==> src/hdl/strict_priority_ticket_queues_unit_defines.svh <==
// ----------------------------------------------------------------------------
// Assertion macros for the strict priority ticket queues unit.
// Both macros are synchronous to the given clock and quiet during reset.
// ----------------------------------------------------------------------------
`ifndef STRICT_PRIORITY_TICKET_QUEUES_UNIT_DEFINES_SVH
`define STRICT_PRIORITY_TICKET_QUEUES_UNIT_DEFINES_SVH

// The consequent must hold in the same cycle as the antecedent.
`define SPQ_ASSERT_SAME(label, clk, rst_n, ante, cons, msg) \
	label: assert property (@(posedge clk) disable iff (!rst_n) (ante) |-> (cons)) else $error(msg);

// The consequent must hold in the cycle after the antecedent.
`define SPQ_ASSERT_NEXT(label, clk, rst_n, ante, cons, msg) \
	label: assert property (@(posedge clk) disable iff (!rst_n) (ante) |=> (cons)) else $error(msg);

`endif

==> src/hdl/spq_pkg.sv <==
`timescale 1ns / 1ps
// ----------------------------------------------------------------------------
// spq_pkg
// Shared types and operation codes of the strict priority ticket queues.
// ----------------------------------------------------------------------------
package spq_pkg;

	localparam logic [2:0] OP_ADD          = 3'd0;
	localparam logic [2:0] OP_SERVE_HIGHEST = 3'd1;
	localparam logic [2:0] OP_SERVE_CLASS  = 3'd2;
	localparam logic [2:0] OP_PEEK         = 3'd3;
	localparam logic [2:0] OP_COUNT        = 3'd4;
	localparam logic [2:0] OP_TOTAL        = 3'd5;

	typedef struct packed {
		logic [2:0] operation;
		logic [1:0] priority_class;
	} request_t;

	typedef struct packed {
		logic [31:0] result_value;
		logic        is_empty;
		logic        add_dropped;
		logic [1:0]  served_class;
	} response_t;

	typedef enum logic [2:0] {
		CMD_NONE,
		CMD_ADD,
		CMD_SERVE_HIGH,
		CMD_SERVE_CLASS,
		CMD_PEEK,
		CMD_COUNT,
		CMD_TOTAL
	} cmd_kind_t;

	// Decoded command passed from the front end to the execution back end.
	typedef struct packed {
		cmd_kind_t  kind;
		logic [1:0] cls;
		logic       cls_ok;
	} cmd_t;

endpackage

==> src/hdl/spq_fifo.sv <==
`timescale 1ns / 1ps
// ----------------------------------------------------------------------------
// spq_fifo
// Two-entry first-in first-out buffer with registered full and empty flags.
// ----------------------------------------------------------------------------
module spq_fifo #(
	parameter type item_t = logic
) (
	input  logic  clk,
	input  logic  arst_n,
	input  logic  wr_en,
	input  item_t wr_data,
	output logic  full,
	input  logic  rd_en,
	output item_t rd_data,
	output logic  empty
);

	item_t      slots_q [2];
	logic       wr_ptr_q;
	logic       rd_ptr_q;
	logic [1:0] count_q;
	logic       do_wr;
	logic       do_rd;

	assign do_wr   = wr_en && (count_q != 2'd2);
	assign do_rd   = rd_en && (count_q != 2'd0);
	assign full    = (count_q == 2'd2);
	assign empty   = (count_q == 2'd0);
	assign rd_data = slots_q[rd_ptr_q];

	always_ff @(posedge clk or negedge arst_n) begin
		if (!arst_n) begin
			wr_ptr_q <= 1'b0;
			rd_ptr_q <= 1'b0;
			count_q  <= 2'd0;
		end else begin
			if (do_wr) begin
				wr_ptr_q <= ~wr_ptr_q;
			end
			if (do_rd) begin
				rd_ptr_q <= ~rd_ptr_q;
			end
			if (do_wr && !do_rd) begin
				count_q <= count_q + 2'd1;
			end else if (do_rd && !do_wr) begin
				count_q <= count_q - 2'd1;
			end
		end
	end

	always_ff @(posedge clk) begin
		if (do_wr) begin
			slots_q[wr_ptr_q] <= wr_data;
		end
	end

endmodule

==> src/hdl/spq_front.sv <==
`timescale 1ns / 1ps
// ----------------------------------------------------------------------------
// spq_front
// Accepts request transactions, decodes the operation, checks the class
// and queues the decoded command for the back end.
// ----------------------------------------------------------------------------
module spq_front
	import spq_pkg::*;
#(
	parameter int NUM_CLASSES = 3
) (
	input  logic     clk,
	input  logic     arst_n,
	input  logic     push,
	input  request_t request,
	output logic     full,
	output cmd_t     cmd,
	output logic     cmd_valid,
	input  logic     cmd_pop
);

	cmd_t decoded;
	logic cmd_empty;

	always_comb begin
		decoded.cls    = request.priority_class;
		decoded.cls_ok = (32'(request.priority_class) < NUM_CLASSES);
		unique case (request.operation)
			OP_ADD:           decoded.kind = CMD_ADD;
			OP_SERVE_HIGHEST: decoded.kind = CMD_SERVE_HIGH;
			OP_SERVE_CLASS:   decoded.kind = CMD_SERVE_CLASS;
			OP_PEEK:          decoded.kind = CMD_PEEK;
			OP_COUNT:         decoded.kind = CMD_COUNT;
			OP_TOTAL:         decoded.kind = CMD_TOTAL;
			default:          decoded.kind = CMD_NONE;
		endcase
	end

	spq_fifo #(
		.item_t (cmd_t)
	) u_cmd_fifo (
		.clk     (clk),
		.arst_n  (arst_n),
		.wr_en   (push),
		.wr_data (decoded),
		.full    (full),
		.rd_en   (cmd_pop),
		.rd_data (cmd),
		.empty   (cmd_empty)
	);

	assign cmd_valid = !cmd_empty;

endmodule

==> config.mk <==
export PLATFORM = sky130hd
export DESIGN_NAME = spq_front
export DESIGN_NICKNAME = d
export VERILOG_FILES = /design/src/hdl/strict_priority_ticket_queues_unit_defines.svh /design/src/hdl/spq_pkg.sv /design/src/hdl/spq_fifo.sv /design/src/hdl/spq_front.sv
export SDC_FILE = /design/constraint.sdc
export NUM_CORES = 1
export LEC_CHECK = 0
export ABC_AREA = 0
export BUFFER_PORTS_ARGS = -buffer_cell sky130_fd_sc_hd__buf_4
export CORE_MARGIN = 1
export CORE_UTILIZATION = 41
export CTS_CLUSTER_DIAMETER = 50
export CTS_CLUSTER_SIZE = 16
export DETAILED_ROUTE_END_ITERATION = 8
export SLEW_MARGIN = 20
export SYNTH_ARGS = -nofsm -noshare
export SYNTH_HDL_FRONTEND = slang
export SYNTH_SLANG_ARGS = --single-unit
==> constraint.sdc <==
create_clock -name clk -period 3.25 [get_ports clk]
set_input_delay 0.325 -clock clk [delete_from_list [all_inputs] [get_ports clk]]
set_output_delay 0.325 -clock clk [all_outputs]
set_load 0.01 [all_outputs]
==> results.cfg, run 1 <==
[clock_network]
clk_pin_slew_ns = 0.09
cts_resized = 0
cts_buffer_depth = 2
cts_root_buffer = clkbuf_4
cts.sinks = 16
postCtsSetupBuffers = 0
tritoncts.num_buffers = 3
clock_latency_ns = 0.28
cts_tree = built
htree_levels = 1
cts_hold_buffers = 1

[grt]
grt.total_usage_pct = 13.5
grt_pass1_wl_um = 1760
grt_start_max_net_pins = 10
grt_pass1_vias = 406
overflow = 0
antenna_found_initial = 0

[setup_path]
cp-end-kind = primary output
path_class = flip-flop to primary output
worstPathMaxFanout = 7
reg2reg_to = u_cmd_fifo.count_q[1]$_DFFE_PN0P_
crit_path_max_incr_delay_ns = 0.54
crit-reg2reg-launch = u_cmd_fifo.count_q[0]$_DFFE_PN0P_
critical_path_arrival_ns = 1.32
required_ns = 2.92
r2r_setup_slack_ns = 1.80
crit_slowest_cell = dfrtp_1
worstPathCellList = mux2_1, buf_4
reg2reg_depth = 6
crit_path_start_kind = flip-flop

[timing]
slew_headroom_pct = 66.6
max_freq_ghz = 0.609
slew_violations = 0
rsz0062_at_grt = false
worst_pin_slew_ns = 0.499
finClkSkew_ns = 0.00484
setup_viol = 0
fin_crit_sh_pct = 50.5
hold_viol = 0
min_period_ns = 1.64
setup-tns-final_ns = 0
whs_ns = 0.239

[route]
num_vias = 380
drt_wl_total_um = 998
wl_per_cell_um = 12.5
drc = 0
drt-pass1-iter-count = 2
drtIter0Drc = 1
antenna_left = 0
avgViaCountPerCell = 4.75

[yosys]
synthMostInstantiatedCell = edfxtp_1
yosys_most_used_dff = edfxtp_1
syn_area_per_cell_um2 = 15.4
yosysTopAreaCell = edfxtp_1
ys_warn_count = 0
postSynthCellCount = 44
yosysSeqAreaShare_pct = 67.8
ys_ff_latch = 16
synth_edf_count = 12
async_reset_ff_share_pct = 25.0
synth_top_area_share_pct = 53.0
yosys-top-cells-count = edfxtp_1 (12), mux2_1 (6), dfrtp_1 (4)
syn_nets = 54
netlist_area_um2 = 679
ys_top_cells_by_area = edfxtp_1 (53%), dfrtp_1 (15%), mux2_1 (9.9%), xnor2_1 (3.9%), mux2i_1 (2.9%)
synth_cell_types = 16

[pwr]
irDropWorstVdd_v = 0.000437
p_sw_share_pct = 31.3
p_leak_nw = 0.361
pwr-share-seq_pct = 47.7
finalPower_mw = 0.698
power.internal_mw = 0.480
clkPwrFrac_pct = 15.1
cellPowerDensity_nw_per_um2 = 820
p_comb_share_pct = 37.3
p_sw_mw = 0.218

[floorplan]
fp.dieArea_um2 = 1820
die_y_um = 42.7
pin_count = 17
core_area_um2 = 1520
std_cell_rows = 14
start_util_pct = 44.6
die-width_um = 42.7

[finish]
area_delta_synth_final_pct = 25.2
antenna_cells = 0
fillCellCount = 129
drive_gt1_share_pct = 32.8
final_util_pct = 55.8
nets = 75

[min_path]
min_from = request[0]
hp-class = primary input to flip-flop
hold_depth = 1
min_to = u_cmd_fifo.slots_q[1][1]$_DFFE_PP_

[flow_run]
maxCapViolCount = 0

[place]
gp_congestion = 0.637
io_buffers = 16
dp_hpwl_um = 759

[status]
status = finished clean
## state kept, by name (all words and copies together) (netlist names)
signal / flops
u_cmd_fifo.rd_ptr_q: 1
u_cmd_fifo.wr_ptr_q: 1
u_cmd_fifo.count_q: 2
u_cmd_fifo.slots_q: 12
## per-layer routing
metal / vias up / track usage, % / part of all wire [%]
met5: - / 0 / 0
met4: 0 / 9.38 / 1.0
met3: 2 / 2.98 / 4.4
met2: 9 / 19.4 / 44
met1: 174 / 18.0 / 51
li1: 195 / - / -
## power by group through the flow
stage	Clock (mW)	Combinational, mW	Sequential, mW
finish	0.105	0.260	0.333
global route	0.117	0.286	0.340
CTS	0.110	0.265	0.334
detailed placement	0	0.263	0.338
global placement	0	0.259	0.336
floorplan	0	0.182	0.314
## per-stage QoR
stage	setup slack [ns]	instances	cell area, um^2
6_report	1.61	80	851
5_1_grt	1.54	80	851
4_1_cts	1.58	80	851
3_5_place_dp	1.80	75	815
3_3_place_gp	1.84	75	815
2_1_floorplan	1.90	44	679
## cells by family after synthesis
family / share of synthesized area [%]
adder cells (fa/ha/maj): 1.84
flip-flops: 67.8
XOR/XNOR: 6.45
buffers and inverters: 1.84
AND/OR/NAND/NOR: 8.47
multiplexers: 12.9
AO/OA/AOI/OAI: 0.736
## layout make-up
cell class | count | area (um^2) | share of cell area (%)
Inverter | 2 | 7.51 | 0.882
Sequential cell | 16 | 460 | 54.1
Tap cell | 16 | 20.0 | 2.35
Timing Repair Buffer | 17 | 130 | 15.3
Clock buffer | 4 | 26.3 | 3.09
Multi-Input combinational cell | 25 | 206 | 24.3
## cell usage in the layout (no fill, tap or decap)
cell type / netlist / final
nand2_4: 1 / 1
mux2_1: 6 / 6
dlygate4sd3_1: 0 / 1
mux2i_1: 2 / 2
buf_4: 0 / 16
ha_1: 1 / 1
nand2b_1: 2 / 2
nand2_1: 3 / 3
and3_1: 1 / 1
clkbuf_4: 0 / 3
nor2_1: 2 / 2
dfrtp_1: 4 / 4
a21oi_1: 1 / 1
edfxtp_1: 12 / 12
xnor2_1: 3 / 3
or2_4: 1 / 1
xor2_1: 2 / 2
inv_1: 2 / 2
clkbuf_1: 0 / 1
## how the worst max path moves through the flow
stage	to	cells after the start	startpoint
floorplan	u_cmd_fifo.count_q[1]$_DFFE_PN0P_	6	u_cmd_fifo.count_q[0]$_DFFE_PN0P_
global placement	u_cmd_fifo.count_q[1]$_DFFE_PN0P_	7	u_cmd_fifo.count_q[0]$_DFFE_PN0P_
detailed placement	u_cmd_fifo.count_q[1]$_DFFE_PN0P_	6	u_cmd_fifo.count_q[0]$_DFFE_PN0P_
CTS	cmd[5]	2	u_cmd_fifo.rd_ptr_q$_DFFE_PN0P_
global route	cmd[0]	2	u_cmd_fifo.rd_ptr_q$_DFFE_PN0P_
finish	cmd[5]	2	u_cmd_fifo.rd_ptr_q$_DFFE_PN0P_
## worst max-delay path: cells and delay by family (launching register included)
kind,cells,cell delay [ns]
buf+inv,1,0.15
flops,1,0.54
mux,1,0.36
Power figures use the tool's default switching activity.
==> run 2: changes to the inputs <==
Settings changed: ABC_AREA 0 to 1, PLACE_DENSITY set to 0.66.
Clock period 3.25 ns to 1.4 ns, I/O delays scaled along.
==> results.cfg, run 2 <==
[yosys]
synthAdderAreaFrac_pct = 1.74
synthMuxAreaShare_pct = 0
netlist_area_um2 = 721
synth_top_area_share_pct = 50.0
yosys-top-cells-count = nand2_1 (29), edfxtp_1 (12), inv_1 (8)
synth_top_family_by_area = simple AND/OR/NAND/NOR gates
synth_compound_area_share_pct = 0.694
synth-xor-area-share_pct = 1.22
synthMostInstantiatedCell = nand2_1
syn_nets = 83
synthSimpleGateAreaFrac_pct = 25.7
postSynthCellCount = 73
ys_ff_latch = 16
yosys_most_used_dff = edfxtp_1
yosysSeqAreaShare_pct = 63.9
synth_cell_types = 17
synth_edf_count = 12
syn_area_per_cell_um2 = 9.87
ys_warn_count = 0
yosysTopAreaCell = edfxtp_1
async_reset_ff_share_pct = 25.0
ys_top_cells_by_area = edfxtp_1 (50%), nand2_1 (15%), dfrtp_1 (14%), inv_1 (4.2%), nand2_2 (2.6%)

[floorplan]
std_cell_rows = 14
core_area_um2 = 1580
start_util_pct = 45.7
die_y_um = 43.9
fp.dieArea_um2 = 1930
pin_count = 17
die-width_um = 43.9

[place]
dp.cells = 106
gp_congestion = 0.852
dp_hpwl_um = 857
io_buffers = 16

[setup_path]
worstPathMaxFanout = 7
reg2reg_depth = 8
crit-reg2reg-launch = u_cmd_fifo.count_q[0]$_DFFE_PN0P_
crit_path_start_kind = flip-flop
critical_path_arrival_ns = 1.14
required_ns = 1.26
cp-end-kind = primary output
r2r_setup_slack_ns = 0.13
path_class = flip-flop to primary output
reg2reg_to = u_cmd_fifo.count_q[1]$_DFFE_PN0P_

[grt]
grt_pass1_wl_um = 1970
grt.total_usage_pct = 14.5
grt_start_max_net_pins = 10
antenna_found_initial = 0
grt_pass1_vias = 481
overflow = 0

[pwr]
finalPower_mw = 1.80
p_leak_nw = 0.441
irDropWorstVdd_v = 0.000991
cellPowerDensity_nw_per_um2 = 1960

[timing]
max_freq_ghz = 0.783
rsz0062_at_grt = false
finClkSkew_ns = 0.00127
setup-tns-final_ns = 0
hold_viol = 0
slew_violations = 0
min_period_ns = 1.28
fin_crit_sh_pct = 91.2
slew_headroom_pct = 81.7
whs_ns = 0.0489
worst_pin_slew_ns = 0.273
setup_viol = 0

[finish]
reg_top3 = u_cmd_fifo.slots_q: 12 flops, u_cmd_fifo.count_q: 2 flops
largest_reg_flops = 12
final_common_cell = nand2_1
area_delta_synth_final_pct = 27.6
final_cell_mix = nand2_1 (29), buf_4 (18), edfxtp_1 (12)
largest_register = u_cmd_fifo.slots_q
instances_no_fill = 111
final_util_pct = 58.3
nets = 106
antenna_cells = 0
drive_gt1_share_pct = 31.6

[flow_run]
maxCapViolCount = 0

[clock_network]
clk_pin_slew_ns = 0.09
htree_levels = 1
clock_latency_ns = 0.28
tritoncts.num_buffers = 3
cts_root_buffer = clkbuf_4
postCtsSetupBuffers = 0
cts_buffer_depth = 2
cts.sinks = 16
cts_tree = built

[route]
wl_met1_um = 519
met2_length_um = 615
drtIter0Drc = 8
wl_per_cell_um = 11.0
num_vias = 512
drt-pass1-iter-count = 6
drt_wl_total_um = 1220
antenna_left = 0
drc = 0
wl_met3_um = 44
avgViaCountPerCell = 4.61
topRoutingLayerUsed = met4

[min_path]
hold_depth = 1
hp-class = primary input to flip-flop
min_to = u_cmd_fifo.slots_q[0][2]$_DFFE_PP_
min_from = request[1]

[status]
status = finished clean
==> run 2: cell count changes in the layout (fill, tap and decap cells not counted), moves of 3 or more <==
cell     previous run  this run
nand2_1             3        29
nand2_2             0         3
mux2_1              6         0
inv_1               2         7
nor2_1              2         5
==> run 2: metal layers <==
metal	global-route usage (%)	vias to the layer above
met5	0	-
met4	9.09	0
li1	-	276
met2	24.8	14
met3	2.92	4
met1	16.6	218
==> run 2: worst max path at each step <==
stage                                       from  cells after the start                                end
3_3_place_gp   u_cmd_fifo.count_q[0]$_DFFE_PN0P_                      7  u_cmd_fifo.count_q[1]$_DFFE_PN0P_
2_1_floorplan  u_cmd_fifo.count_q[0]$_DFFE_PN0P_                      7  u_cmd_fifo.count_q[1]$_DFFE_PN0P_
3_5_place_dp   u_cmd_fifo.count_q[0]$_DFFE_PN0P_                      7  u_cmd_fifo.count_q[1]$_DFFE_PN0P_
4_1_cts        u_cmd_fifo.count_q[0]$_DFFE_PN0P_                      7  u_cmd_fifo.count_q[1]$_DFFE_PN0P_
6_report         u_cmd_fifo.rd_ptr_q$_DFFE_PN0P_                      4                             cmd[4]
5_1_grt          u_cmd_fifo.rd_ptr_q$_DFFE_PN0P_                      4                             cmd[4]
==> run 2: power breakdown <==
| part | switching (mW) | leakage (nW) | internal [mW] |
|---|---|---|---|
| Combinational | 0.457 | 0.268 | 0.361 |
| Sequential | 0.0692 | 0.158 | 0.668 |
| Clock | 0.137 | 0.0150 | 0.111 |
| Total | 0.663 | 0.441 | 1.14 |
==> run 2: final cells by class <==
| type | count | area [um^2] |
|---|---|---|
| Clock buffer | 4 | 26.3 |
| Inverter | 10 | 37.5 |
| Tap cell | 16 | 20.0 |
| Multi-Input combinational cell | 46 | 229 |
| Timing Repair Buffer | 19 | 145 |
| Fill cell | 138 | 657 |
| Sequential cell | 16 | 462 |
==> run 2: repair_timing <==
action / in CTS / in global routing
endpoints found under the hold margin: 4 / 0
hold buffers: 1 / 0
setup endpoints to repair: 0 / 1
gates resized for setup: 0 / 4
==> run 2: cells by family after synthesis <==
group | count (synthesis)
and+or+nand+nor | 43
DFF | 16
buffers and inverters | 11
AOI/OAI and AO/OA | 1
xor gates and xnor gates | 1
adders and majority gates | 1
==> run 2: critical path, stage by stage, from the launching register on <==
cell and delay [ns]:
dfrtp_1 0.35, clkinv_1 0.19, nand2_1 0.12, nand2_1 0.05, buf_4 0.14
==> run 2: through the flow <==
| stage | cell area, um^2 | setup WS (ns) |
|---|---|---|
| final | 920 | 0.123 |
| after global routing | 920 | 0.0112 |
| after CTS | 901 | 0.0427 |
| after detailed placement | 865 | 0.0494 |
| after global placement | 865 | 0.106 |
| after floorplan | 721 | 0.0691 |
==> run 3: changes to the inputs <==
Settings changed: CTS_BUF_LIST set to sky130_fd_sc_hd__clkbuf_4.
==> results.cfg, run 3 (synthesis results as in run 2) <==
[place]
dp.cells = 106
gp_congestion = 0.852
io_buffers = 16
dp_hpwl_um = 857

[clock_network]
clock_latency_ns = 0.28
cts_root_buffer = clkbuf_4
cts_tree = built
htree_levels = 1
clk_pin_slew_ns = 0.09
cts.sinks = 16
cts_buffer_depth = 2
tritoncts.num_buffers = 3

[route]
drt-pass1-iter-count = 6
drtIter0Drc = 8
drc = 0
wl_per_cell_um = 10.9
antenna_left = 0
drt_wl_total_um = 1210
num_vias = 514
avgViaCountPerCell = 4.63

[finish]
reg_top3 = u_cmd_fifo.slots_q: 12 flops, u_cmd_fifo.count_q: 2 flops
antenna_cells = 0
largest_register = u_cmd_fifo.slots_q
final_util_pct = 58.6
largest_reg_flops = 12
nets = 106
final_common_cell = nand2_1
area_delta_synth_final_pct = 28.1
drive_gt1_share_pct = 32.6
instances_no_fill = 111
final_cell_mix = nand2_1 (29), buf_4 (18), edfxtp_1 (12)

[timing]
setup-tns-final_ns = 0
min_period_ns = 1.27
slew_violations = 0
rsz0062_at_grt = false
worst_pin_slew_ns = 0.257
fin_crit_sh_pct = 90.8
finClkSkew_ns = 0.000648
setup_viol = 0
max_freq_ghz = 0.787
slew_headroom_pct = 82.8
hold_viol = 0

[setup_path]
critical_path_arrival_ns = 1.45
r2r_setup_slack_ns = 0.13
cp_top_family = flip-flops
crit_path_start_kind = flip-flop
crit_slowest_cell = dfrtp_1
required_ns = 1.58
crit_path_max_incr_delay_ns = 0.41
path_class = flip-flop to flip-flop
crit-reg2reg-launch = u_cmd_fifo.count_q[1]$_DFFE_PN0P_
worstPathCellList = inv_2, nor2_4, nor2_4, ha_4, inv_1, nand3_1, nand2_1, nand2_1
path_buf_inv = 2
cp-end-kind = flip-flop
reg2reg_to = u_cmd_fifo.count_q[1]$_DFFE_PN0P_
reg2reg_depth = 8
worstPathMaxFanout = 4

[grt]
grt_start_max_net_pins = 10
grt_pass1_wl_um = 1970
grt_pass1_vias = 481
grt.total_usage_pct = 14.5
antenna_found_initial = 0
overflow = 0

[floorplan]
die_y_um = 43.9
start_util_pct = 45.7
fp.dieArea_um2 = 1930
std_cell_rows = 14
pin_count = 17
core_area_um2 = 1580
die-width_um = 43.9

[min_path]
min_from = request[1]
hp-class = primary input to flip-flop
hold_depth = 1
min_to = u_cmd_fifo.slots_q[0][2]$_DFFE_PP_

[pwr]
power.internal_mw = 1.16
p_comb_share_pct = 44.9
p_sw_mw = 0.663
p_sw_share_pct = 36.4
finalPower_mw = 1.82
p_leak_nw = 0.444
clkPwrFrac_pct = 14.6
pwr-share-seq_pct = 40.5
irDropWorstVdd_v = 0.000989
cellPowerDensity_nw_per_um2 = 1970

[flow_run]
maxCapViolCount = 0

[status]
status = finished clean
[run 3: worst register-to-register path: cells and delay by family, from the launching register on]
| kind | cells | cell delay (ns) |
|---|---|---|
| DFF | 1 | 0.41 |
| adders and majority gates | 1 | 0.22 |
| and+or+nand+nor | 5 | 0.37 |
| buffers and inverters | 2 | 0.18 |
[run 3: cell type report]
cell class	count	area, um^2
inverters	10	37.5
flip-flops and latches	16	462
clock buffers	4	30.0
repair buffers	19	145
multi-input cells	46	229
well taps	16	20.0
fillers	137	653
[run 3: worst max path at each step]
stage	from	to	slack (ns)	cells after the start
global route	u_cmd_fifo.rd_ptr_q$_DFFE_PN0P_	cmd[4]	0.01	4
global placement	u_cmd_fifo.count_q[0]$_DFFE_PN0P_	u_cmd_fifo.count_q[1]$_DFFE_PN0P_	0.11	7
CTS	u_cmd_fifo.count_q[0]$_DFFE_PN0P_	u_cmd_fifo.count_q[1]$_DFFE_PN0P_	0.04	7
detailed placement	u_cmd_fifo.count_q[0]$_DFFE_PN0P_	u_cmd_fifo.count_q[1]$_DFFE_PN0P_	0.05	7
finish	u_cmd_fifo.count_q[1]$_DFFE_PN0P_	u_cmd_fifo.count_q[1]$_DFFE_PN0P_	0.13	8
floorplan	u_cmd_fifo.count_q[0]$_DFFE_PN0P_	u_cmd_fifo.count_q[1]$_DFFE_PN0P_	0.07	7
[run 3: per-layer routing]
metal | global-route usage, % | routed length [um] | up-vias
li1 | - | - | 276
met1 | 16.6 | 519 | 222
met2 | 24.8 | 609 | 12
met3 | 2.92 | 43 | 4
met4 | 9.09 | 38 | 0
met5 | 0 | 0 | -
[run 3: power by group through the flow]
| stage | sequential, mW | combinational, mW | clock (mW) |
|---|---|---|---|
| after floorplan | 0.725 | 0.496 | 0 |
| after global placement | 0.731 | 0.768 | 0 |
| after detailed placement | 0.735 | 0.787 | 0 |
| after CTS | 0.727 | 0.789 | 0.275 |
| after global routing | 0.749 | 0.922 | 0.298 |
| final | 0.738 | 0.818 | 0.267 |
[run 3: repair_timing]
item,in CTS,in global routing
endpoints found under the setup margin,0,1
hold endpoints to repair,4,0
hold buffers,1,0
gates resized for setup,0,4
setup buffers,0,0
[run 3: stage by stage]
step / instance area, um^2 / worst slack [ns] / hold WS [ns]
2_1_floorplan: 721 / 0.0691 / -0.156
6_report: 923 / 0.129 / 0.0481
3_5_place_dp: 865 / 0.0494 / -0.0593
5_1_grt: 923 / 0.0127 / 0.0369
4_1_cts: 905 / 0.0427 / 0.0434
3_3_place_gp: 865 / 0.106 / -0.0582
